File: config.mk
export PLATFORM = sky130hd
export DESIGN_NAME = lpe_out_fifo
export DESIGN_NICKNAME = d
export VERILOG_FILES = /design/src/hw/rtl/lpe_pkg.sv /design/src/hw/rtl/lpe_out_fifo.sv
export VERILOG_INCLUDE_DIRS = /design/src /design/src/hw/rtl
export SDC_FILE = /design/constraint.sdc
export NUM_CORES = 1
export LEC_CHECK = 0
export BUFFER_PORTS_ARGS = -buffer_cell sky130_fd_sc_hd__buf_2
export CORE_ASPECT_RATIO = 0.6
export CORE_MARGIN = 2
export CORE_UTILIZATION = 43
export CTS_BUF_LIST = sky130_fd_sc_hd__clkbuf_2
export CTS_CLUSTER_SIZE = 24
export DETAILED_ROUTE_END_ITERATION = 10
export PLACE_DENSITY = 0.67
export SLEW_MARGIN = 20
export SYNTH_ARGS = -nofsm -noshare
export SYNTH_HDL_FRONTEND = slang
export SYNTH_SLANG_ARGS = --single-unit
File: constraint.sdc
create_clock -name clk -period 6.22 [get_ports clk]
set_clock_uncertainty 0.1 [all_clocks]
set_input_delay 1.244 -clock clk [delete_from_list [all_inputs] [get_ports clk]]
set_output_delay 1.244 -clock clk [all_outputs]
set_load 0.02 [all_outputs]
File: src/hw/rtl/laplacian_edge_3x3_defines.svh
// assertion macros shared by the laplacian edge filter rtl
`ifndef LAPLACIAN_EDGE_3X3_DEFINES_SVH
`define LAPLACIAN_EDGE_3X3_DEFINES_SVH

// property checked on every rising clk edge outside reset
`define LPE_ASSERT(lbl, prop, msg) \
	lbl: assert property (@(posedge clk) disable iff (!arst_n) prop) else $error(msg);

// condition that must never be seen outside reset
`define LPE_NEVER(lbl, cond, msg) \
	`LPE_ASSERT(lbl, !(cond), msg)

`endif

File: src/hw/rtl/lpe_pkg.sv
// types, constants and mask table of the laplacian edge filter
package lpe_pkg;

	localparam int unsigned MAX_LINE_WIDTH = 1024;
	localparam int unsigned PIX_W = 8;
	localparam int unsigned COL_W = $clog2(MAX_LINE_WIDTH);
	localparam int unsigned FILL_W = COL_W + 1;
	localparam int unsigned LW_W = 11;
	localparam int unsigned CMP_W = (FILL_W > LW_W) ? FILL_W : LW_W;
	localparam int unsigned SUM_W = 13;
	localparam int unsigned FIFO_DEPTH = 4;
	localparam int unsigned FIFO_AW = $clog2(FIFO_DEPTH);
	localparam int unsigned CNT_W = FIFO_AW + 2;

	typedef logic [COL_W-1:0] col_t;
	typedef logic [FILL_W-1:0] fill_t;
	typedef logic [CMP_W-1:0] cmp_t;
	typedef logic [CNT_W-1:0] cnt_t;
	typedef logic signed [SUM_W-1:0] sum_t;

	localparam logic [LW_W-1:0] LINE_WIDTH_RST = 11'd640;
	localparam cmp_t WIDTH_MIN = cmp_t'(3);
	localparam cmp_t WIDTH_MAX = cmp_t'(MAX_LINE_WIDTH);
	localparam fill_t FILL_MAX = fill_t'(MAX_LINE_WIDTH);
	localparam cnt_t FIFO_FULL = cnt_t'(FIFO_DEPTH);

	// register indexes (byte address bit 2)
	localparam logic REG_LINE_WIDTH = 1'b0;
	localparam logic REG_MASK_SELECT = 1'b1;

	// mask codes
	localparam logic [1:0] MASK_FOUR = 2'd0;
	localparam logic [1:0] MASK_FOUR_NEG = 2'd1;
	localparam logic [1:0] MASK_EIGHT = 2'd2;
	localparam logic [1:0] MASK_DIAG = 2'd3;

	typedef struct packed {
		logic [PIX_W-1:0] pixel;
		logic start_of_frame;
	} pix_t;

	typedef struct packed {
		logic [PIX_W-1:0] edge_value;
		logic window_valid;
	} edge_t;

	// pixel on its way through the read stage
	typedef struct packed {
		logic [PIX_W-1:0] pixel;
		col_t col;
		logic win_ok;
	} item_t;

	// right-hand window column taken from the line buffers
	typedef struct packed {
		logic [PIX_W-1:0] two_above;
		logic [PIX_W-1:0] above;
	} column_t;

	// coefficient at window position pos (row-major, oldest row first)
	function automatic logic signed [4:0] mask_coef(input logic [1:0] sel,
			input logic [3:0] pos);
		logic signed [4:0] c;
		logic center;
		logic edge_mid;
		center = (pos == 4'd4);
		edge_mid = (pos == 4'd1) || (pos == 4'd3) || (pos == 4'd5) || (pos == 4'd7);
		case (sel)
			MASK_FOUR: begin
				c = center ? 5'sd4 : (edge_mid ? -5'sd1 : 5'sd0);
			end
			MASK_FOUR_NEG: begin
				c = center ? -5'sd4 : (edge_mid ? 5'sd1 : 5'sd0);
			end
			MASK_EIGHT: begin
				c = center ? 5'sd8 : -5'sd1;
			end
			MASK_DIAG: begin
				c = center ? 5'sd4 : (edge_mid ? -5'sd2 : 5'sd1);
			end
			default: begin
				c = 5'sd0;
			end
		endcase
		return c;
	endfunction

endpackage

File: src/hw/rtl/lpe_out_fifo.sv
// small result queue that drives the output channel from registers
`include "laplacian_edge_3x3_defines.svh"

module lpe_out_fifo (
	input  logic            clk,
	input  logic            arst_n,
	input  logic            push,
	input  lpe_pkg::edge_t  push_data,
	output logic            res_valid,
	input  logic            res_stall,
	output lpe_pkg::edge_t  res,
	output lpe_pkg::cnt_t   count
);

	lpe_pkg::edge_t mem_q [lpe_pkg::FIFO_DEPTH];
	logic [lpe_pkg::FIFO_AW-1:0] wr_ptr_q;
	logic [lpe_pkg::FIFO_AW-1:0] rd_ptr_q;
	lpe_pkg::cnt_t count_q;
	logic pop;

	assign res_valid = (count_q != '0);
	assign res = mem_q[rd_ptr_q];
	assign pop = res_valid && !res_stall;
	assign count = count_q;

	always_ff @(posedge clk or negedge arst_n) begin
		if (!arst_n) begin
			wr_ptr_q <= '0;
			rd_ptr_q <= '0;
			count_q <= '0;
		end else begin
			if (push) begin
				wr_ptr_q <= wr_ptr_q + 1'b1;
			end
			if (pop) begin
				rd_ptr_q <= rd_ptr_q + 1'b1;
			end
			if (push && !pop) begin
				count_q <= count_q + lpe_pkg::cnt_t'(1);
			end else if (pop && !push) begin
				count_q <= count_q - lpe_pkg::cnt_t'(1);
			end
		end
	end

	always_ff @(posedge clk) begin
		if (push) begin
			mem_q[wr_ptr_q] <= push_data;
		end
	end

	`LPE_NEVER(a_no_overflow, push && !pop && (count_q == lpe_pkg::FIFO_FULL), "result queue overflow")

endmodule

# After elaboration in Yosys (flattened, before gate mapping)
# Memory sizes are Yosys's and may differ from the RTL's.
# Index checks and enable logic that the tools add are counted.
[word_totals]
register_bits = 8
ramBits = 36
input_bits = 13
out_inout_bits = 14
wordCells = 20
n_memories = 1
[memory_table]
columns = ["name", "words", "width", "rd", "rd_ports_with_merged_regs", "write_ports", "line", "rtl"]
rows = [
  ["mem_q", 4, 9, 1, 0, 1, "lpe_out_fifo.sv:15", "lpe_pkg::edge_t mem_q [lpe_pkg::FIFO_DEPTH];"],
]
[op_classes]
n_addsub = 4
mux = 4
n_reduce_logical = 8
[ops]
columns = ["operator", "n"]
rows = [
  ["4-bit 2-to-1 mux", 2],
  ["2-bit by 1-bit adder with 2-bit output (second input constant)", 2],
  ["4-bit by 1-bit adder with 4-bit output (second input constant)", 1],
  ["4-bit nonzero test", 1],
  ["4-bit by 1-bit subtractor with 4-bit output (second input constant)", 1],
  ["1-bit logical AND", 3],
  ["1-bit zero test", 3],
  ["1-bit 2-to-1 mux", 2],
  ["2-bit nonzero test", 1],
]

# Longest topological paths before layout
[depth]
depth_word = 5
ltp_mapped = 8
ltp_nobuf = 8

# Worst setup path before layout
# Ideal clock, no wire load.
[synth_timing]
kind = "input to register"
from = "input port res_stall"
to = "register count_q[3], in the netlist count[3]"
setup_ns = 0.129
t_arrival_ns = 2.775
t_required_ns = 5.991
slack_ns = 3.217
cell_stages = 7
n_path_buf = 0
cell_sequence = "or2_1 > ha_1 > inv_1 > ha_1 > or4_4 > o211ai_2 > o211ai_2"
[synth_via]
elab_chain_len = 5
elab_cells_between_ends = 7
cone_classes = "mux (1); reduce/logical (6)"
[synth_lines]
columns = ["element", "line", "rtl"]
rows = [
  ["start, declared", "lpe_out_fifo.sv:10", "input logic res_stall,"],
  ["1-bit zero test *", "lpe_out_fifo.sv:23", "assign pop = res_valid && !res_stall;"],
  ["1-bit logical AND *", "lpe_out_fifo.sv:23", ""],
  ["1-bit zero test", "lpe_out_fifo.sv:38", "if (push && !pop) begin"],
  ["1-bit logical AND", "lpe_out_fifo.sv:38", ""],
  ["4-bit 2-to-1 mux or 2-bit nonzero test (tied branches)", "n/a", ""],
  ["end signal, assigned", "lpe_out_fifo.sv:39", "count_q <= count_q + lpe_pkg::cnt_t'(1);"],
  ["end signal, assigned", "lpe_out_fifo.sv:41", "count_q <= count_q - lpe_pkg::cnt_t'(1);"],
  ["end, declared", "lpe_out_fifo.sv:18", "lpe_pkg::cnt_t count_q;"],
]
# Mark *: on every way between the ends. The rest lies on a longest branch, timed or not.
# A chain may end at the register's enable or synchronous reset.

==> out/summary.txt <==
STATUS
--------------------------------------------------------------------------------
Result of the run                                                   finished clean

DETAILED ROUTING
--------------------------------------------------------------------------------
Wire length on met3                                                       144 um
Drt pass-1 iters                                                               4
Detailed Route Iter0 Violations                                               44
Uppermost routed layer                                                      met3
Number of remaining DRC errors                                                 0
Total wire length after detailed routing                                 2986 um
Sum of met2 wire segment lengths after detailed routing                  1540 um
Total number of vias                                                         949
Routed length on met1                                                    1302 um
Number of vias per cell after detailed routing                             5.021
Routed length per instance                                              15.80 um
Antenna Violating Nets Remaining                                               0

GLOBAL ROUTE
--------------------------------------------------------------------------------
First-pass GRT wire length                                               4733 um
Pin count of the biggest net entering global routing                          14
Global route total overflow                                                    0
Initial antenna violation count                                                0
All-layer global routing usage                                            14.15%
Vias in the first global route                                               956

SETUP PATH
--------------------------------------------------------------------------------
Endpoint class of the critical path                                   output pin
Req. time, crit path                                                     4880 ps
FF-to-FF setup slack                                                     3480 ps
Arrival time worst endpoint                                              1970 ps
Maximum single-stage delay on the critical path                           810 ps
Classification of the worst setup path                                   reg2out
CP Cell Sequence                                                    mux4_2 -> buf_2
Critical-path top delay cell                                        sky130_fd_sc_hd__dfrtp_1
Maximum fanout along the worst path                                           11
CP Launch Type                                                          register

FLOORPLANNING
--------------------------------------------------------------------------------
Die Outline Area                                                        4855 um2
Initial Util                                                              44.84%
Top Ports                                                                     27
Placement Rows                                                                18
Standard cell core area                                                 4121 um2
Die extent in x                                                         88.64 um
Floorplan die height                                                    54.78 um

PLACED DESIGN
--------------------------------------------------------------------------------
Placed Instances                                                             181
Number of buffers inserted by port buffering                                  26
Final Wtd Congestion                                                      0.6729

CELLS AND AREA
--------------------------------------------------------------------------------
Layout-stage area growth over the synthesis result                        13.68%
Antenna Diode Count                                                            0
Proportion of layout cells with a drive suffix above 1                    37.21%
Number of nets in the layout                                                 149
Final standard cell count with taps included and fillers excluded            189

LOGIC SYNTHESIS
--------------------------------------------------------------------------------
Number of different library cells in the post-synthesis netlist               27
Count of synthesis-stage warnings from yosys                                   0
Cell taking the most area after synthesis                           sky130_fd_sc_hd__edfxtp_1
Post-synthesis area per instance                                       18.86 um2
Number of standard cells after synthesis                                      98
Ranking of synthesized cells by area                                sky130_fd_sc_hd__edfxtp_1 (58%), sky130_fd_sc_hd__mux4_2 (11%), sky130_fd_sc_hd__dfrtp_1 (11%), sky130_fd_sc_hd__ha_1 (4.7%), sky130_fd_sc_hd__xnor2_1 (1.4%)
Fraction of post-synthesis cell area in the top cell type by area         58.50%
Synthesis-stage register bit count                                            44
Syn Nets                                                                     119
Sequential element share of the synthesized area                          69.33%
Cell Area, Synth                                                        1848 um2

CTS
--------------------------------------------------------------------------------
CTS-repair resized insts                                                       0
CTS tree                                                                     yes
Clock latency on the worst-skew pair                                      370 ps
Post-CTS setup repair buffer count                                             0
Cell at the root of the clock tree                                  sky130_fd_sc_hd__clkbuf_2
Clock-pin transition on the worst setup and hold timing paths             200 ps
Maximum buffer depth of the clock tree                                         2
Hold buffer count at cts                                                       0
Clock sinks                                                                   44
CTS buffer count                                                               5
H-tree levels                                                                  2

PWR
--------------------------------------------------------------------------------
Share of power burned in combinational logic                               36.7%
Sequential share of power                                                  47.6%
Switching Share                                                           35.75%
Power dissipated by switching net loads                              0.0003503 W
Power density cells                                                 466.4 nW/um2
Int Power                                                            0.0006295 W
Clock network fraction of design power                                     15.7%
Leakage                                                                0.7758 nW
Peak supply drop                                                     0.0002232 V

TIMING
--------------------------------------------------------------------------------
Peak Freq                                                              301.8 MHz
RSZ-0062 raised after global routing                                       false
Final critical-path required period                                      3313 ps
Number of pins with negative max-slew slack in the final report                0
Worst Hold Margin                                                       462.2 ps
Final hold violation count                                                     0
Sum of negative setup slack                                                 0 ps
Slew of the pin with the lowest slew margin                             653.2 ps
Setup violations, final                                                        0
Worst slew margin                                                         56.45%
Post-route fraction of the period consumed by the critical path           53.27%

JOB
--------------------------------------------------------------------------------
Max Cap Violations                                                             0

HOLD PATH
--------------------------------------------------------------------------------
Min-Delay Path Class                                                     reg2reg

## sequential cells by signal, summed over array words and instances (netlist names)
| register | cells |
|---|---|
| count | 4 |
| mem_q | 36 |
| rd_ptr_q | 2 |
| wr_ptr_q | 2 |
## worst paths after layout
check,from,to,cells after the start
max,rd_ptr_q[0]$_DFFE_PN0P_,res[5],2
min,wr_ptr_q[0]$_DFFE_PN0P_,wr_ptr_q[0]$_DFFE_PN0P_,1
max reg2reg,count[0]$_DFFE_PN0P_,count[3]$_DFFE_PN0P_,8
min reg2reg,wr_ptr_q[0]$_DFFE_PN0P_,wr_ptr_q[0]$_DFFE_PN0P_,1
max in group asynchronous,arst_n,rd_ptr_q[0]$_DFFE_PN0P_,1
min in group asynchronous,arst_n,count[3]$_DFFE_PN0P_,1
## cells in the mapped netlist (all sizes together)
library cell	count
buf	2
a2111o	1
nor3	1
or2	1
nand3	2
or4	1
nor3b	1
mux2i	1
mux2	1
or3	1
o21ai	2
dfrtp	8
fa	1
mux4	9
nor4	1
ha	7
nand2	3
clkbuf	1
and2	4
xnor2	3
nand3b	1
a21oi	2
xor2	2
o211ai	2
inv	4
edfxtp	36
## critical path, delay by kind of cell, from the launching register on
family / cells / cell delay (ps)
flip-flops: 1 / 810
multiplexers: 1 / 610
buffers and inverters: 1 / 180
## power by group through the flow
stage / logic, W / clock network (W) / registers [W]
global placement: 0.000352 / 0 / 0.000472
finish: 0.000360 / 0.000153 / 0.000467
global route: 0.000398 / 0.000168 / 0.000481
floorplan: 0.000281 / 0 / 0.000450
detailed placement: 0.000366 / 0 / 0.000478
CTS: 0.000367 / 0.000160 / 0.000471
## logic make-up (layout without fill, tap and decap cells)
family | after synthesis | count (layout) | synth area share [%]
flops | 44 | 44 | 69.33
simple gates | 16 | 16 | 5.552
mux | 11 | 11 | 12.12
fa+ha+maj | 8 | 8 | 5.822
compound gates | 7 | 7 | 3.046
buf+inv | 7 | 38 | 1.760
xor+xnor | 5 | 5 | 2.370
## metrics by stage
| stage | setup slack (ps) | utilization (%) | cell area (um2) | power [W] |
|---|---|---|---|---|
| 6_report | 2907 | 50.97 | 2101 | 0.0009798 |
| 5_1_grt | 2707 | 50.97 | 2101 | 0.001048 |
| 4_1_cts | 2787 | 50.97 | 2101 | 0.0009983 |
| 3_5_place_dp | 2978 | 49.39 | 2036 | 0.0008437 |
| 3_3_place_gp | 3068 | 49.39 | 2036 | 0.0008242 |
| 2_1_floorplan | 3217 | - | 1848 | 0.0007308 |
## placed cells by master (no fill, tap or decap), drive strengths merged
cell type,instances
mux2,1
dfrtp,8
nand2,3
clkinv,1
nor3b,1
inv,4
nor4,1
o211ai,2
nor3,1
and2,4
mux4,9
mux2i,1
o21ai,2
a21oi,2
xor2,2
or2,1
or4,1
nand3,2
clkbuf,6
fa,1
nand3b,1
edfxtp,36
bufinv,1
buf,26
or3,1
xnor2,3
ha,7
a2111o,1
## layer usage
| metal | up-vias | track usage [%] |
|---|---|---|
| met5 | - | 0 |
| met1 | 486 | 18.84 |
| met2 | 23 | 22.26 |
| li1 | 440 | - |
| met4 | 0 | 5.303 |
| met3 | 0 | 4.374 |
## area by class of cell
type | instances | area, um2
flip-flops and latches | 44 | 1281
repair buffers | 26 | 130.1
clock inverters | 2 | 35.03
well taps | 60 | 75.07
clock buffers | 6 | 30.03
multi-input cells | 47 | 534.3
fillers | 332 | 2021
inverters | 4 | 15.01
Note: power is estimated with default switching activity, not from simulation.
