`src/hw/rtl/laplacian_edge_3x3_defines.svh`:
```
// assertion macros shared by the laplacian edge filter rtl
`ifndef LAPLACIAN_EDGE_3X3_DEFINES_SVH
`define LAPLACIAN_EDGE_3X3_DEFINES_SVH

// property checked on every rising clk edge outside reset
`define LPE_ASSERT(lbl, prop, msg) \
	lbl: assert property (@(posedge clk) disable iff (!arst_n) prop) else $error(msg);

// condition that must never be seen outside reset
`define LPE_NEVER(lbl, cond, msg) \
	`LPE_ASSERT(lbl, !(cond), msg)

`endif

```
`src/hw/rtl/lpe_pkg.sv`:
```
// types, constants and mask table of the laplacian edge filter
package lpe_pkg;

	localparam int unsigned MAX_LINE_WIDTH = 1024;
	localparam int unsigned PIX_W = 8;
	localparam int unsigned COL_W = $clog2(MAX_LINE_WIDTH);
	localparam int unsigned FILL_W = COL_W + 1;
	localparam int unsigned LW_W = 11;
	localparam int unsigned CMP_W = (FILL_W > LW_W) ? FILL_W : LW_W;
	localparam int unsigned SUM_W = 13;
	localparam int unsigned FIFO_DEPTH = 4;
	localparam int unsigned FIFO_AW = $clog2(FIFO_DEPTH);
	localparam int unsigned CNT_W = FIFO_AW + 2;

	typedef logic [COL_W-1:0] col_t;
	typedef logic [FILL_W-1:0] fill_t;
	typedef logic [CMP_W-1:0] cmp_t;
	typedef logic [CNT_W-1:0] cnt_t;
	typedef logic signed [SUM_W-1:0] sum_t;

	localparam logic [LW_W-1:0] LINE_WIDTH_RST = 11'd640;
	localparam cmp_t WIDTH_MIN = cmp_t'(3);
	localparam cmp_t WIDTH_MAX = cmp_t'(MAX_LINE_WIDTH);
	localparam fill_t FILL_MAX = fill_t'(MAX_LINE_WIDTH);
	localparam cnt_t FIFO_FULL = cnt_t'(FIFO_DEPTH);

	// register indexes (byte address bit 2)
	localparam logic REG_LINE_WIDTH = 1'b0;
	localparam logic REG_MASK_SELECT = 1'b1;

	// mask codes
	localparam logic [1:0] MASK_FOUR = 2'd0;
	localparam logic [1:0] MASK_FOUR_NEG = 2'd1;
	localparam logic [1:0] MASK_EIGHT = 2'd2;
	localparam logic [1:0] MASK_DIAG = 2'd3;

	typedef struct packed {
		logic [PIX_W-1:0] pixel;
		logic start_of_frame;
	} pix_t;

	typedef struct packed {
		logic [PIX_W-1:0] edge_value;
		logic window_valid;
	} edge_t;

	// pixel on its way through the read stage
	typedef struct packed {
		logic [PIX_W-1:0] pixel;
		col_t col;
		logic win_ok;
	} item_t;

	// right-hand window column taken from the line buffers
	typedef struct packed {
		logic [PIX_W-1:0] two_above;
		logic [PIX_W-1:0] above;
	} column_t;

	// coefficient at window position pos (row-major, oldest row first)
	function automatic logic signed [4:0] mask_coef(input logic [1:0] sel,
			input logic [3:0] pos);
		logic signed [4:0] c;
		logic center;
		logic edge_mid;
		center = (pos == 4'd4);
		edge_mid = (pos == 4'd1) || (pos == 4'd3) || (pos == 4'd5) || (pos == 4'd7);
		case (sel)
			MASK_FOUR: begin
				c = center ? 5'sd4 : (edge_mid ? -5'sd1 : 5'sd0);
			end
			MASK_FOUR_NEG: begin
				c = center ? -5'sd4 : (edge_mid ? 5'sd1 : 5'sd0);
			end
			MASK_EIGHT: begin
				c = center ? 5'sd8 : -5'sd1;
			end
			MASK_DIAG: begin
				c = center ? 5'sd4 : (edge_mid ? -5'sd2 : 5'sd1);
			end
			default: begin
				c = 5'sd0;
			end
		endcase
		return c;
	endfunction

endpackage

```
`src/hw/rtl/lpe_kernel.sv`:
```
// window columns, weighted sum and clamp
module lpe_kernel (
	input  logic              clk,
	input  logic              arst_n,
	input  logic              valid_s1,
	input  lpe_pkg::item_t    item_s1,
	input  lpe_pkg::column_t  column,
	input  logic [1:0]        mask_sel,
	output logic              valid_s2,
	output lpe_pkg::edge_t    result
);

	logic [lpe_pkg::PIX_W-1:0] wc_q [6];
	logic [lpe_pkg::PIX_W-1:0] win [9];
	logic signed [4:0] coef;
	lpe_pkg::sum_t sum;
	lpe_pkg::sum_t sum_s2;
	logic win_ok_s2;
	logic valid_s2_q;

	// entries 0..2 column two left, 3..5 column one left, oldest row first
	always_comb begin
		win[0] = wc_q[0];
		win[1] = wc_q[3];
		win[2] = column.two_above;
		win[3] = wc_q[1];
		win[4] = wc_q[4];
		win[5] = column.above;
		win[6] = wc_q[2];
		win[7] = wc_q[5];
		win[8] = item_s1.pixel;
	end

	always_comb begin
		sum = '0;
		coef = '0;
		for (int p = 0; p < 9; p++) begin
			coef = lpe_pkg::mask_coef(mask_sel, 4'(p));
			sum = sum + lpe_pkg::sum_t'(win[p]) * lpe_pkg::sum_t'(coef);
		end
	end

	always_ff @(posedge clk or negedge arst_n) begin
		if (!arst_n) begin
			for (int i = 0; i < 6; i++) begin
				wc_q[i] <= '0;
			end
			valid_s2_q <= 1'b0;
		end else begin
			valid_s2_q <= valid_s1;
			if (valid_s1) begin
				for (int i = 0; i < 3; i++) begin
					wc_q[i] <= wc_q[3 + i];
				end
				wc_q[3] <= column.two_above;
				wc_q[4] <= column.above;
				wc_q[5] <= item_s1.pixel;
			end
		end
	end

	always_ff @(posedge clk) begin
		if (valid_s1) begin
			sum_s2 <= sum;
			win_ok_s2 <= item_s1.win_ok;
		end
	end

	always_comb begin
		result.window_valid = win_ok_s2;
		if (!win_ok_s2 || sum_s2[lpe_pkg::SUM_W-1]) begin
			result.edge_value = '0;
		end else if (|sum_s2[lpe_pkg::SUM_W-2:lpe_pkg::PIX_W]) begin
			result.edge_value = '1;
		end else begin
			result.edge_value = sum_s2[lpe_pkg::PIX_W-1:0];
		end
	end

	assign valid_s2 = valid_s2_q;

endmodule

```
`config.mk`:
```
export PLATFORM = sky130hd
export DESIGN_NAME = lpe_kernel
export DESIGN_NICKNAME = d
export VERILOG_FILES = /design/src/hw/rtl/laplacian_edge_3x3_defines.svh /design/src/hw/rtl/lpe_pkg.sv /design/src/hw/rtl/lpe_kernel.sv
export SDC_FILE = /design/constraint.sdc
export NUM_CORES = 1
export LEC_CHECK = 0
export BUFFER_PORTS_ARGS = -buffer_cell sky130_fd_sc_hd__buf_2
export CAP_MARGIN = 10
export CORE_UTILIZATION = 46
export CTS_CLUSTER_DIAMETER = 200
export CTS_CLUSTER_SIZE = 16
export DETAILED_ROUTE_END_ITERATION = 7
export GPL_TIMING_DRIVEN = 0
export PLACE_DENSITY_LB_ADDON = 0.12
export SYNTH_ARGS = -nofsm -noshare
export SYNTH_HDL_FRONTEND = slang
export SYNTH_SLANG_ARGS = --single-unit
```
`constraint.sdc`:
```
create_clock -name clk -period 13.43 [get_ports clk]
set_input_delay 2.686 -clock clk [delete_from_list [all_inputs] [get_ports clk]]
set_output_delay 2.686 -clock clk [all_outputs]
set_load 0.005 [all_outputs]
```
# After elaboration in Yosys (flattened, before gate mapping)
# Index checks and enable logic that the tools add are counted.
# totals
register_bits,63
# op_classes
addsub,8
mul,9
n_eq_ne,3
mux,5
n_reduce_logical,7
# ops
cell,n
multiplier 9 x 5 -> 13 bit,9
adder 13 bit,8
case mux 5 bit (3 select lines),3
two-way mux 8 bit,2
OR reduction 2 bit,3
"equality test 2 bit, second input constant",2
OR reduction 4 bit,1
"equality test 2 x 1 -> 1 bit, second input constant",1
logical NOT 2 bit,1
logical NOT 1 bit,1
logical OR 1 bit,1

# Depth between registers and ports, before layout
# Gate-level depths: netlist of run 1.
# depth
word_depth,12
depth_mapped,28
depth_no_buf,27

# Least setup slack after synthesis of run 1
# OpenSTA, ideal clock, no wires.
# synth_path
path_kind,input -> register
start,input mask_sel[0]
end,"register sum_s2[11], data pin"
setup_ns,0.265
t_arrival_ns,9.587
required_time_ns,13.165
setup_slack_ns,3.578
path_stages,27
path_buffers,2
cell_sequence,inv_1 ha_1 clkbuf_1 clkbuf_1 nand2_1 inv_1 fa_1 fa_1 fa_1 inv_1 fa_1 fa_1 inv_1 fa_1 inv_1 fa_1 inv_1 fa_1 ha_1 ha_1 fa_1 a21o_1 a21oi_1 o21bai_1 a21oi_1 o21ai_0 xor2_1
# synth_via
elab_chain_cells,12
# synth_rtl
element,line,rtl
"start, declared",lpe_kernel.sv:8,"input logic [1:0] mask_sel,"
equality test 2 x 1 -> 1 bit (tied with other cells),lpe_pkg.sv:68,case (sel)
OR reduction 2 bit (no source line),n/a,
case mux 5 bit (3 select lines),lpe_pkg.sv:68,
multiplier 9 x 5 -> 13 bit,lpe_kernel.sv:39,sum = sum + lpe_pkg::sum_t'(win[p]) * lpe_pkg::sum_t'(coef);
adder 13 bit (7 in series),lpe_kernel.sv:39,
adder 13 bit (*),lpe_kernel.sv:39,
net sum[11],lpe_kernel.sv:16,lpe_pkg::sum_t sum;
"end signal, assigned",lpe_kernel.sv:64,sum_s2 <= sum;
"end, declared",lpe_kernel.sv:17,lpe_pkg::sum_t sum_s2;
# Mark *: on every way through the listed nets, which the timed path passes. The rest lies on a longest branch. The select of a mux whose other input is x is not followed.
# A chain may end at the register's enable or synchronous reset.

# Final worst setup path of run 1
# Ends and elaborated chain as after synthesis.

==> results of run 1 <==
-- path summary, 6_finish.rpt --
check | to | slack (ns) | cells past startpoint
worst max-delay path | sum_s2[11] | 2.32 | 28
worst min-delay path | wc_q[40] | 0.57 | 1
worst max register to register | sum_s2[12] | 6.25 | 23
worst min register to register | wc_q[40] | 0.57 | 1
max in group asynchronous | wc_q[4] | 10.52 | 2
min in group asynchronous | wc_q[19] | 2.31 | 1
-- registers in the layout, indices dropped and copies added, names as in the netlist --
name / flops
wc_q: 48
sum_s2: 13
valid_s2: 1
win_ok_s2: 1
-- metrics by stage --
step / std cells / hold slack, ns / util / worst slack, ns
final: 1681 / 0.5684 / 0.5055 / 2.318
after CTS: 1681 / 0.5702 / 0.5055 / 2.276
after floorplan: 1248 / 0.5084 / - / 3.578
after global routing: 1681 / 0.5940 / 0.5055 / 1.963
after detailed placement: 1665 / 0.5482 / 0.4958 / 1.911
after global placement: 1664 / 0.5392 / 0.4951 / 1.992
-- worst register-to-register path: stages, from the launching register on --
cell	delay [ns]
dfrtp_1	0.47
and2_1	0.22
inv_1	0.12
fa_1	0.55
inv_1	0.06
fa_1	0.57
fa_1	0.44
fa_1	0.52
inv_1	0.05
fa_1	0.47
inv_1	0.05
fa_1	0.47
fa_1	0.54
inv_1	0.05
fa_1	0.47
inv_1	0.04
ha_1	0.30
ha_1	0.28
a21o_1	0.15
a21oi_1	0.22
o21ai_0	0.22
a31oi_1	0.31
o21ai_0	0.16
xnor2_1	0.17
-- cells by family after synthesis --
family / share of synthesized area
fa+ha+maj: 0.5798
buf+inv: 0.1113
simple gates: 0.1057
xor+xnor: 0.02727
flops: 0.1250
compound gates: 0.01074
mux: 0.04019
-- synth_stat cells --
master / instances
nor2b_1: 76
fa_1: 292
nand2_1: 28
ha_1: 143
inv_1: 358
nor2_1: 42
xnor2_1: 29
edfxtp_1: 14
and2_1: 46
o21bai_1: 1
mux2_2: 47
a21o_1: 9
xor2_1: 12
clkbuf_1: 23
a21oi_1: 8
nand2b_1: 43
dfrtp_1: 49
o21ai_0: 4
or2b_1: 1
buf_4: 1
buf_1: 6
or2_2: 13
buf_2: 1
or4_1: 1
a31oi_1: 1
-- per-layer routing --
| layer | routed length [um] | track usage |
|---|---|---|
| met3 | 1324 | 0.02945 |
| met2 | 15960 | 0.4046 |
| met4 | 616 | 0.06366 |
| met5 | 0 | 0 |
| met1 | 15180 | 0.3606 |
-- layout make-up --
type,instances,area share
buffer,31,0.008595
clock buffer,12,0.01746
clock inverter,4,0.001595
inverter,358,0.09517
multi-input combinational,796,0.7122
sequential,63,0.1166
tap,378,0.03350
timing repair buffer,39,0.01489
==> flow_summary_export.csv, run 1 <==
group,metric,value,unit
run_status,status,"complete, no violations",
die,die_y,171.2,um
setup_path,cp.required,13.53,ns
placed_design,place_congestion,0.8661,
setup_path,path_class,"in -> reg",
sta,rsz0062_at_grt,"false",
placed_design,placed_area,0.01385,mm^2
yosys,synth_seq_area_share,0.1250,
yosys,synth_top_area_share,0.4439,
routing,num_vias,8010,
hold_path,hp-start,"wc_q[16]",
clock_network,cts_setup_buffers,0,
final_layout,fin_nets,1773,
clock_network,numCtsBuffers,9,
sta,skew,0.01186,ns
routing,initialDrtViolationCount,411,
routing,via_per_inst,4.765,
die,core,0.02793,mm^2
final_layout,final_common_cell,"inv_1",
sta,fmax,89.99,MHz
final_layout,final_cell_area,0.01412,mm^2
routing,wl,33080,um
final_layout,n_fill_cell,2673,
setup_path,r2r-start,"wc_q[41]",
hold_path,hold_class,"reg -> reg",
global_routing,grt_pass1_wl,52120,um
final_layout,register_area,0.001647,mm^2
clock_network,ctsResizeCount,0,
sta,worst_pin_slew,1.173,ns
die,initial_utilization,0.4714,
sta,hold_violations,0,
setup_path,crit_slowest_cell,"clkbuf_1",
sta,tns,0,ns
die,die_width,171.2,um
global_routing,track_usage,0.2508,
global_routing,grt_max_degree,31,
setup_path,crit_start,"mask_sel[0]",
final_layout,multi_input_area,0.01006,mm^2
routing,drtAntennaViolNets,0,
clock_network,cts.clk_slew.worst_paths,0.07,ns
yosys,yosys-top-cells-area,"fa_1 (44%), ha_1 (14%), inv_1 (10%), dfrtp_1 (9.3%), mux2_2 (4.0%)",
sta,setup_violations,0,
sta,maxSlewViolCount,0,
global_routing,antenna_found_initial,1,
final_layout,diodes,0,
routing,drc,0,
die,ios,50,
sta,min_period,11.11,ns
final_layout,final_cell_mix,"inv_1 (358), fa_1 (292), ha_1 (143), nor2b_1 (76), dfrtp_1 (49)",
setup_path,critPathCaptureType,"register",
yosys,synth_cells,1248,
yosys,synth_largest_area_cell,"fa_1",
yosys,syn_area,0.01317,mm^2
die,rows,61,
sta,relSlewSlack,0.2177,
final_layout,drive_above_1_share,0.08826,
setup_path,cpMostUsedCell,"fa_1",
yosys,ys_ff_latch,63,
global_routing,first_global_vias,8594,
setup_path,crit_fanout,10,
sta,min_period_over_period,0.8274,
clock_network,clock_path_buffers,2,
yosys,yosysWarnings,0,
placed_design,dpl.hpwl,28220,um
routing,routedWlPerCell,19.68,um
clock_network,cts_hold_buf,0,
routing,drt_first_pass_iters,5,
clock_network,cts_tree,"yes",
global_routing,overflow,0,
yosys,synthesis.nets,1723,
job,maxCapViolCount,0,
die,dieArea,0.02931,mm^2
clock_network,root_buffer,"clkbuf_16",
yosys,synth_cell_types,25,
setup_path,cpPeakStageDelay,0.63,ns
clock_network,cts_max_level,3,
setup_path,worstPathArrival,11.22,ns
clock_network,clk-insertion-delay-late,0.36,ns
placed_design,io_buffers,38,
setup_path,critPathBufInv,9,
yosys,avgSynthCellArea,10.55,um^2
clock_network,clock_sinks,63,
final_layout,area_growth,7.231,%
setup_path,crit_family,"adder cells",
setup_path,crit_path_start_kind,"input pin",
Power of run 1 is left out: the tool's default activity adds up to more than one toggle a clock period on the data nets, which glitch-free logic cannot reach.
==> run 2: changes to the inputs <==
ABC_AREA = 1   (was unset)
clock period = 9.3 ns   (was 13.43 ns; I/O delays follow)
==> run 2 against run 1 <==
Sequential cell count unchanged. Area after synthesis rose by 0.75%. Die area grew 0.74%. Via count rose by 14%. Utilization is 1.1 points higher. Clock-buffer cell count decreased by 1. Clock skew fell by 0.0016 ns. Final area up 2.8%. Synthesized cell count grew 19%. Setup slack got worse by 2.0 ns. Hold slack worse by 0.095 ns. Wire length increased by 5.5%.
==> flow_summary_export.csv, run 2 <==
group,metric,value,unit
final_layout,final_cell_mix,"inv_1 (476), fa_1 (290), nand2_1 (198), nor2_1 (148), ha_1 (137)",
yosys,syn_area,0.01327,mm^2
clock_network,cts_tree,"yes",
yosys,synth_cells,1489,
final_layout,top_register,"wc_q",
sta,fmax,110.9,MHz
final_layout,diodes,0,
final_layout,fin_nets,2021,
yosys,avgSynthCellArea,8.910,um^2
clock_network,root_buffer,"clkbuf_16",
final_layout,top_regs,"wc_q: 48 flops, sum_s2: 13 flops",
clock_network,cts_hold_buf,0,
setup_path,crit_family,"adder cells",
final_layout,largest_register_ffs,48,
die,ios,50,
global_routing,grt_pass1_wl,55170,um
routing,initialDrtViolationCount,523,
sta,rsz0062_at_grt,"false",
yosys,synth_top_area_share,0.4406,
sta,setup_violations,0,
yosys,yosys-top-cells-area,"fa_1 (44%), inv_1 (14%), ha_1 (13%), dfrtp_1 (9.2%), nand2_1 (5.7%)",
routing,top_layer,"met4",
sta,worst_pin_slew,0.8187,ns
sta,min_period,9.014,ns
hold_path,hold_class,"reg -> reg",
routing,wirelength_met1,15580,um
setup_path,crit_fanout,10,
sta,relSlewSlack,0.4542,
routing,drt_first_pass_iters,5,
routing,drc,0,
yosys,synth_seq_area_share,0.1241,
die,dieArea,0.02952,mm^2
routing,num_vias,9142,
setup_path,critPathCaptureType,"register",
placed_design,place_congestion,0.8700,
die,core,0.02809,mm^2
job,maxCapViolCount,0,
yosys,synth_largest_area_cell,"fa_1",
setup_path,cpMostUsedCell,"fa_1",
global_routing,antenna_found_initial,0,
placed_design,placed_area,0.01395,mm^2
setup_path,crit_slowest_cell,"fa_1",
setup_path,worstPathArrival,9.12,ns
sta,skew,0.01030,ns
die,initial_utilization,0.4723,
final_layout,area_growth,9.441,%
die,rows,61,
routing,drtAntennaViolNets,0,
setup_path,cp.required,9.40,ns
routing,routedWlPerCell,18.09,um
yosys,synth_edf_count,14,
yosys,synth_common_cells,"inv_1 (480), fa_1 (292), nand2_1 (200)",
placed_design,dpl.hpwl,30190,um
yosys,synth.most_common_cell,"inv_1",
global_routing,first_global_vias,9611,
clock_network,numCtsBuffers,9,
yosys,ys_async_sr_fraction,0.7778,
clock_network,clock_sinks,63,
final_layout,final_cell_area,0.01452,mm^2
global_routing,overflow,0,
setup_path,cpPeakStageDelay,0.67,ns
die,die_width,171.8,um
sta,maxSlewViolCount,0,
yosys,yosysWarnings,0,
routing,wl,34890,um
die,die_y,171.8,um
final_layout,final_common_cell,"inv_1",
sta,min_period_over_period,0.9692,
routing,dr_wl_met2,17030,um
clock_network,clock_path_buffers,2,
setup_path,crit_path_start_kind,"input pin",
global_routing,track_usage,0.2620,
global_routing,grt_max_degree,26,
clock_network,cts_max_level,3,
setup_path,path_class,"in -> reg",
clock_network,clk-insertion-delay-late,0.36,ns
clock_network,cts.clk_slew.worst_paths,0.06,ns
final_layout,drive_above_1_share,0.07415,
yosys,synthesis.nets,1964,
yosys,synth_cell_types,27,
yosys,ys_ff_latch,63,
yosys,synth-main-ff-cell,"dfrtp_1",
setup_path,critPathBufInv,9,
routing,route.met3.wl,1467,um
placed_design,io_buffers,39,
sta,hold_violations,0,
routing,via_per_inst,4.739,
run_status,status,"complete, no violations",
run 2: final timing paths:
path | from | endpoint | slack, ns | cells after the start
max | mask_sel[1] | sum_s2[12] | 0.29 | 28
min | wc_q[0] | wc_q[24] | 0.47 | 2
max reg2reg | wc_q[4] | sum_s2[12] | 2.18 | 22
min reg2reg | wc_q[0] | wc_q[24] | 0.47 | 2
max in group asynchronous | arst_n | wc_q[36] | 7.06 | 2
min in group asynchronous | arst_n | wc_q[47] | 1.59 | 1
run 2: layout make-up:
cell class,instances,area (um^2)
clock buffer,11,254.0
sequential,63,1647
inverter,484,1827
tap,378,473.0
timing repair buffer,49,285.3
clock inverter,5,55.05
multi-input combinational,910,9766
buffer,29,212.7
fill,2744,13570
run 2: worst register-to-register path, stage by stage (launching register included):
cell and delay [ns]:
dfrtp_1 0.48, nand2_1 0.23, fa_1 0.53, inv_1 0.05, fa_1 0.50, fa_1 0.59
inv_1 0.07, fa_1 0.53, inv_1 0.05, fa_1 0.47, fa_1 0.51, fa_2 0.55
fa_1 0.46, fa_1 0.51, ha_2 0.30, a21oi_2 0.18, o21ai_0 0.12, nand2_1 0.08
nand3_1 0.11, a31oi_4 0.28, inv_1 0.07, nand3_1 0.09, nand2_2 0.09
run 2: what timing repair did:
item	4_1_cts	5_1_grt
setup endpoints to repair	9	3
buffers inserted	1	8
hold endpoints to repair	0	0
gates resized for setup	38	38
pin swaps	1	1
run 2: logic make-up (layout without fill, tap and decap cells):
kind of cell             Yosys count  count (layout)  synth area share
AO/OA/AOI/OAI                     80              80           0.03197
AND/OR/NAND/NOR                  381             381            0.1121
XOR/XNOR                          13              13          0.008583
buffers and inverters            516             578            0.1468
flip-flops                        63              63            0.1241
multiplexers                       1               1         0.0008488
adder cells (fa/ha/maj)          435             435            0.5755
run 2: per-layer routing:
metal  track usage  vias up
met4       0.07618        0
li1              -     4356
met2        0.4376      212
met3       0.03290       41
met1        0.3580     4533
met5             0        -
run 2: per-stage QoR:
stage | util | worst slack (ns) | cells | TNS (ns) | hold WS [ns]
2_1_floorplan | - | 0.3765 | 1489 | 0 | 0.4498
3_3_place_gp | 0.4961 | -1.866 | 1906 | -10.78 | 0.4653
3_5_place_dp | 0.4968 | -1.899 | 1907 | -10.87 | 0.4680
4_1_cts | 0.5119 | 0.008118 | 1923 | 0 | 0.4807
5_1_grt | 0.5169 | 0.02976 | 1929 | 0 | 0.5136
6_report | 0.5169 | 0.2861 | 1929 | 0 | 0.4731
Power of run 2 is left out for the same reason.
==> run 3: changes to the inputs <==
clock period = 10.65 ns   (was 9.3 ns; I/O delays follow)
==> run 3 against run 2 <==
Sequential cell count stayed put. Wire length is 1.5% lower. First-iteration DRC count stayed put. Register-to-register slack better by 1.0 ns. Hold slack better by 0.0016 ns. Via count is 0.89% lower.
==> flow_summary_export.csv, run 3 (same netlist as run 2, synthesis figures left out) <==
group,metric,value,unit
placed_design,io_buffers,39,
setup_path,r2r_slack,3.22,ns
clock_network,cts.clk_slew.worst_paths,0.07,ns
sta,relSlewSlack,0.3702,
global_routing,grt_max_degree,26,
final_layout,top_register,"wc_q",
sta,skew,0.01073,ns
sta,setup_violations,0,
clock_network,clock_path_buffers,2,
die,die_width,171.8,um
placed_design,dpl.hpwl,30190,um
hold_path,hold_class,"reg -> reg",
sta,min_period,10.21,ns
final_layout,final_cell_mix,"inv_1 (480), fa_1 (292), nand2_1 (200), nor2_1 (156), ha_1 (142)",
global_routing,overflow,0,
routing,wl,34360,um
die,core,0.02809,mm^2
setup_path,cp.required,10.73,ns
final_layout,multi_input_area,0.009674,mm^2
routing,drc,0,
setup_path,crit_slowest_cell,"buf_1",
clock_network,clk-insertion-delay-late,0.36,ns
sta,worst_pin_slew,0.9447,ns
routing,drtAntennaViolNets,0,
die,die_y,171.8,um
sta,rsz0062_at_grt,"false",
setup_path,worstPathArrival,10.30,ns
final_layout,final_common_cell,"inv_1",
routing,routedWlPerCell,17.90,um
job,maxCapViolCount,0,
global_routing,first_global_vias,9571,
placed_design,post-place-ws,-0.8191,ns
die,initial_utilization,0.4723,
final_layout,top_regs,"wc_q: 48 flops, sum_s2: 13 flops",
die,dieArea,0.02952,mm^2
final_layout,n_fill_cell,2768,
sta,min_period_over_period,0.9590,
final_layout,area_growth,7.517,%
setup_path,cpMostUsedCell,"fa_1",
setup_path,crit_fanout,28,
sta,fmax,97.92,MHz
placed_design,placed_area,0.01395,mm^2
die,ios,50,
clock_network,clock_sinks,63,
clock_network,cts_tree,"yes",
final_layout,fin_nets,2012,
clock_network,numCtsBuffers,9,
routing,initialDrtViolationCount,523,
global_routing,track_usage,0.2600,
clock_network,cts_max_level,3,
sta,maxSlewViolCount,0,
routing,num_vias,9061,
global_routing,antenna_found_initial,0,
setup_path,crit_path_start_kind,"input pin",
final_layout,drive_above_1_share,0.04799,
final_layout,register_area,0.001647,mm^2
global_routing,grt_pass1_wl,54830,um
setup_path,critPathCaptureType,"register",
clock_network,root_buffer,"clkbuf_16",
final_layout,final_cell_area,0.01426,mm^2
final_layout,diodes,0,
run_status,status,"complete, no violations",
clock_network,cts_setup_buffers,0,
setup_path,path_class,"in -> reg",
sta,hold_violations,0,
die,rows,61,
setup_path,cpPeakStageDelay,0.55,ns
placed_design,place_congestion,0.8700,
sta,layout_setup_ws,0.4371,ns
routing,via_per_inst,4.719,
routing,drt_first_pass_iters,5,
final_layout,largest_register_ffs,48,
[run 3: cell count changes in the layout (fill, tap and decap cells not counted), moves of 7 or more]
cell / delta
clkbuf_1: +7
buf_4: -10
nor2_1: +8
nor2_2: -7
[run 3: timing repair]
item | in CTS | in global routing
setup endpoints to repair | 2 | 1
hold buffers | 0 | 0
gates resized for setup | 3 | 9
[run 3: layer usage]
metal,global-route usage,vias to the layer above,share of wire
met4,0.07618,0,0.021
met3,0.02968,38,0.046
met2,0.4350,213,0.49
li1,-,4336,-
met1,0.3561,4474,0.45
met5,0,-,0
[run 3: cell type report]
type | count | area share
Tap cell | 378 | 0.03316
Multi-Input combinational cell | 910 | 0.6782
Clock buffer | 11 | 0.01781
Timing Repair Buffer | 40 | 0.01509
Inverter | 484 | 0.1274
Clock inverter | 5 | 0.003860
Sequential cell | 63 | 0.1154
Buffer | 29 | 0.009035
[run 3: final timing paths]
check                       startpoint          to  cells past startpoint
max in group asynchronous       arst_n    wc_q[22]                      2
min reg2reg                    wc_q[0]    wc_q[24]                      2
min in group asynchronous       arst_n    wc_q[47]                      1
min                            wc_q[0]    wc_q[24]                      2
max reg2reg                    wc_q[4]  sum_s2[12]                     22
max                        mask_sel[0]  sum_s2[12]                     27
[run 3: through the flow]
step	setup TNS, ns	utilization	hold slack [ns]	instances
after global placement	-1.828	0.4961	0.4653	1906
after CTS	0	0.5078	0.4807	1922
after global routing	0	0.5078	0.5136	1920
final	0	0.5078	0.4748	1920
after detailed placement	-1.886	0.4968	0.4680	1907
after floorplan	0	-	0.4498	1489
[run 3: worst max-delay path: cells and delay by family]
family	cells	cell delay, ns
compound gates	3	0.88
fa+ha+maj	11	5.15
buf+inv	8	1.46
simple gates	5	0.66
Power of run 3 is left out for the same reason.
